<file path="config.mk">
export PLATFORM = sky130hd
export DESIGN_NAME = otsu_ram
export DESIGN_NICKNAME = d
export VERILOG_FILES = /design/src/assert_macros.svh /design/src/otsu_ram.sv
export SDC_FILE = /design/constraint.sdc
export NUM_CORES = 2
export LEC_CHECK = 0
export ABC_AREA = 1
export BUFFER_PORTS_ARGS = -buffer_cell sky130_fd_sc_hd__buf_2
export CORE_MARGIN = 2
export CORE_UTILIZATION = 38
export DETAILED_ROUTE_END_ITERATION = 12
export PLACE_DENSITY = 0.56
export SYNTH_ARGS = -nofsm -noshare
export SYNTH_HDL_FRONTEND = slang
export SYNTH_SLANG_ARGS = --single-unit
</file>
<file path="constraint.sdc">
create_clock -name clk -period 4.01 [get_ports clk]
set_clock_uncertainty 0.15 [all_clocks]
set_input_delay 0.802 -clock clk [delete_from_list [all_inputs] [get_ports clk]]
set_output_delay 0.802 -clock clk [all_outputs]
set_load 0.005 [all_outputs]
</file>
<file path="src/assert_macros.svh">
// Assertion helpers for the RTL.
`ifndef ASSERT_MACROS_SVH
`define ASSERT_MACROS_SVH
// Check an implication on every clock edge outside reset.
`define ASSERT_IMPL(label, ante, cons, msg) \
  label: assert property (@(posedge clk) disable iff (rst) (ante) |-> (cons)) \
    else $error(msg);
// Check that the consequent holds in the cycle after the antecedent.
`define ASSERT_NEXT(label, ante, cons, msg) \
  label: assert property (@(posedge clk) disable iff (rst) (ante) |=> (cons)) \
    else $error(msg);
`endif

</file>
<file path="src/otsu_ram.sv">
// ----------------------------------------------------------------------------
// Generic RAM
// Single write port, single read port, registered read data.
// ----------------------------------------------------------------------------
module otsu_ram #(
  parameter int WIDTH = 16,
  parameter int DEPTH = 128
) (
  input  logic                     clk,
  input  logic                     we,
  input  logic [$clog2(DEPTH)-1:0] waddr,
  input  logic [WIDTH-1:0]         wdata,
  input  logic [$clog2(DEPTH)-1:0] raddr,
  output logic [WIDTH-1:0]         rdata
);
  logic [WIDTH-1:0] mem [DEPTH];

  always_ff @(posedge clk) begin
    if (we) begin
      mem[waddr] <= wdata;
    end
    rdata <= mem[raddr];
  end
endmodule

</file>
* Yosys cells after proc, flatten, opt, wreduce, memory -nomap -nowiden
Memory sizes are Yosys's and may differ from the RTL's. A register that Yosys moved wholly into a read port is not among the register bits. Cells that the tools add are included.
Storage, ports and cells: flip-flop bits (word level) 0, RAM bits 2048, input bits 32, output and inout bits 16, logic and storage cells 3, memories kept 1
Memories:
- mem | depth 128, width 16, read ports 1, clocked after memory_dff 1, write ports 1, line otsu_ram.sv:16 | logic [WIDTH-1:0] mem [DEPTH];
Cells by class: multiplexer cells 2
Operators by type and width (number):
- 2-to-1 mux 1 bit | 2

* Longest topological paths before layout
depth after elaboration 2, mapped depth 13, mapped depth without buffers 9

* Least setup slack after synthesis
Ideal clock, no wire load.
path type input to register, start input we, end memory mem[105][0], enable pin, library setup time 0.388 ns, data arrival time 2.118 ns, data required time 3.472 ns, setup slack 1.353 ns, stages 4, buffers on the path 2, cells stage by stage clkbuf_1 > nand2_1 > clkbuf_1 > nor2_1
On the way: longest elaborated chain between the ends 2
Ends and longest elaborated chain:
- start, declared | line otsu_ram.sv:10 | input logic we,
- 2-to-1 mux 1 bit | line otsu_ram.sv:19 | if (we) begin
- 2-to-1 mux 1 bit (implied by the code) | line otsu_ram.sv:20 | mem[waddr] <= wdata;
- end, declared | line otsu_ram.sv:16
Every way passes these cells.

==> results.md <==
* Gr usage total at a little under a quarter
* Seq cells post-synth at a little over 2000
* Syn_area_per_cell at approximately 12 um2
* Mapped cell area at about 0.083 mm2
* Max clock buf depth at 3
* Fillers at 20000
* Setup crit end kind: flip-flop
* Num CTS Buffers at around 210
* Normalized max-slew margin at about 22%
* Worst Hold Path Cells at 1
* Worst skew pair latency at approximately 860 ps
* HPWL after detailed placement at 146000 um
* Hold slack at 186 ps
* Critical Path Fanout Max at 101
* Seq/Total Area, Yosys at between 70% and 80%
* Vias at about 55000
* Chip Width at ~470 um
* I/O pin total at 48
* Nets at between 6000 and 7000
* RSZ-0062 raised after global routing: false
* Hold Path Class: input pin to flip-flop
* Post-synth cell types at 15
* Post-synth top area share at 74.2%
* Maxcap violations at 0
* Syn nets at 6825
* Placed Area at slightly below 0.09 mm2
* Status: finished clean
* Ranking of synthesized cells by area: edfxtp_1 74%, nand3_1 12%, nand2_1 9.5%
* Hold Vio Cnt, Final at 0
* Synth warn at 0
* Die Footprint at 0.222 mm2
* Total gr overflow at 0
* Post-route ant nets at 0
* Global-route wire length before repair at between 300000 and 400000 um
* Area grow syn2layout at 13.5%
* Initial antenna violation count at 18
* Post-cts sizing count at 0
* Critical path type: input pin to flip-flop
* Cts hold-fix bufs at 0
* Mapped Cells at 6793
* Lkg Pwr at between 30 and 40 nW
* Startpoint types: input pin
* Final instance area at ~0.094 mm2
* Crit path DAT at around 3500 ps
* H-tree levels at 4
* Vias per cell at between 5 and 6
* # DRC at 0
* Max Transition Viols Final at 0
* CTS sink count at between 2000 and 2500
* Post-synth top area cell: edfxtp_1
* Reg area at roughly 0.06 mm2
* Final wirelength at ~250000 um
* Layout cells sized above 1 at ~9%
* CTS Root Cell: clkbuf_16
* CP startpoint: raddr[0]
* Core area at 0.217 mm2
* CTS tree: yes
* WL/cell at 25.5 um
* Power Density at 484 mW/mm2
* Largest net degree at the start of global routing at roughly 130
* Tmin final at around 2800 ps
* Placer Congestion at 0.876
* HP Start: wdata[13]
* VDD IR-drop max at about 440 uV
* Drt pass-1 iters at 6
* Vias in the first global route at 51557
* Reg clk slew, reported paths at roughly 60 ps
* RR Endpoint: rdata[10]
* I/O Buffers at 47
* R2R Path Start: mem[61][10]
* Setup_tns at 0 ps
* Fmax at approximately 350 MHz
* Multi-input logic area at approximately 0.018 mm2
* Final setup violation count at 0
* Post-CTS Setup Inserts at 0
* Initial Util at between 30% and 40%
* Final Cycle Share at between 70% and 80%
* DIE HEIGHT at around 470 um
* Worst reg2reg path depth at 8
* Reg2Reg Setup Slack at 1780 ps
* Layout Utilization at between 40 and 50%
* Hold Path End: mem[68][13]
* # rows at 171
* Worst path required time at 4650 ps
* Detailed Route Iter0 Violations at between 7000 and 8000
* Worst slew pin tran at between 1000 and 1500 ps
sequential cells by signal (all words and copies together), names as in the netlist:
name / count
rdata: 16
mem: 2048
worst max path at each step:
| stage | endpoint | slack (ps) | cells after the start |
|---|---|---|---|
| CTS | rdata[3] | 1230 | 12 |
| global placement | rdata[10] | 330 | 11 |
| detailed placement | rdata[3] | 340 | 12 |
| floorplan | mem[105][0] | 1350 | 4 |
| finish | rdata[10] | 1170 | 11 |
| global route | rdata[4] | 1120 | 12 |
area by class of cell:
class | instances | area share, %
Clock inverter | 93 | 0.855
Tap cell | 2854 | 3.80
Sequential cell | 2064 | 65.8
Antenna cell | 4 | 0.0107
Clock buffer | 286 | 5.99
Multi-Input combinational cell | 4248 | 19.7
Timing Repair Buffer | 377 | 3.75
Inverter | 24 | 0.132
cell families after synthesis:
family / synth area share, %
simple gates: 22.3
flops: 74.6
buf+inv: 3.05
metal layers:
metal  GRT usage, %  vias up  wire (um)
li1               -    24548          -
met5              0        -         40
met4           7.85        6       8860
met1           31.8    27302     107000
met3           4.02      419      21400
met2           34.9     2544     117000
cell usage in the layout (no fill, tap or decap):
master	netlist	layout
buf_12	0	59
inv_4	1	1
clkinvlp_4	0	6
clkinv_8	0	5
clkinv_16	0	4
dfxtp_1	16	16
edfxtp_1	2048	2048
inv_2	2	1
clkbuf_8	0	5
nor2_1	134	130
nand3_1	2019	2019
inv_16	0	1
inv_6	0	5
inv_1	21	19
clkinv_4	0	1
clkinv_1	0	45
clkbuf_1	81	69
nor2_2	0	4
clkinv_2	0	19
buf_2	251	27
diode_2	0	4
buf_4	61	287
inv_8	0	2
buf_6	22	1
buf_8	1	3
clkbuf_16	0	212
nand2_1	2087	2087
nor3_1	8	8
bufinv_16	0	8
synth_stat cells:
cell type  count
buf_1         41
buf_2        251
buf_4         61
buf_6         22
buf_8          1
clkbuf_1      81
dfxtp_1       16
edfxtp_1    2048
inv_1         21
inv_2          2
inv_4          1
nand2_1     2087
nand3_1     2019
nor2_1       134
nor3_1         8
report_power, final:
group | internal (mW) | total [mW] | leakage [nW] | switching (mW)
registers | 23.8 | 23.9 | 18.5 | 0.0444
clock network | 10.3 | 18.6 | 3.10 | 8.31
logic | 0.714 | 2.97 | 11.0 | 2.25
stage by stage:
stage | instances | power (mW) | worst slack (ps)
after global placement | 9567 | 27.2 | 327
after CTS | 9946 | 45.7 | 1230
final | 9950 | 45.5 | 1170
after global routing | 9946 | 46.7 | 1120
after detailed placement | 9567 | 27.3 | 343
after floorplan | 6793 | 25.8 | 1350
worst max-delay path, stage by stage:
cell and delay (ps):
buf_8 150, inv_16 410, buf_4 430, nand2_1 90
nand3_1 80, nand3_1 170, nand3_1 250, nand3_1 100
nand3_1 410, nand3_1 310, nand2_1 180
Note: power is estimated with default switching activity, not from simulation.
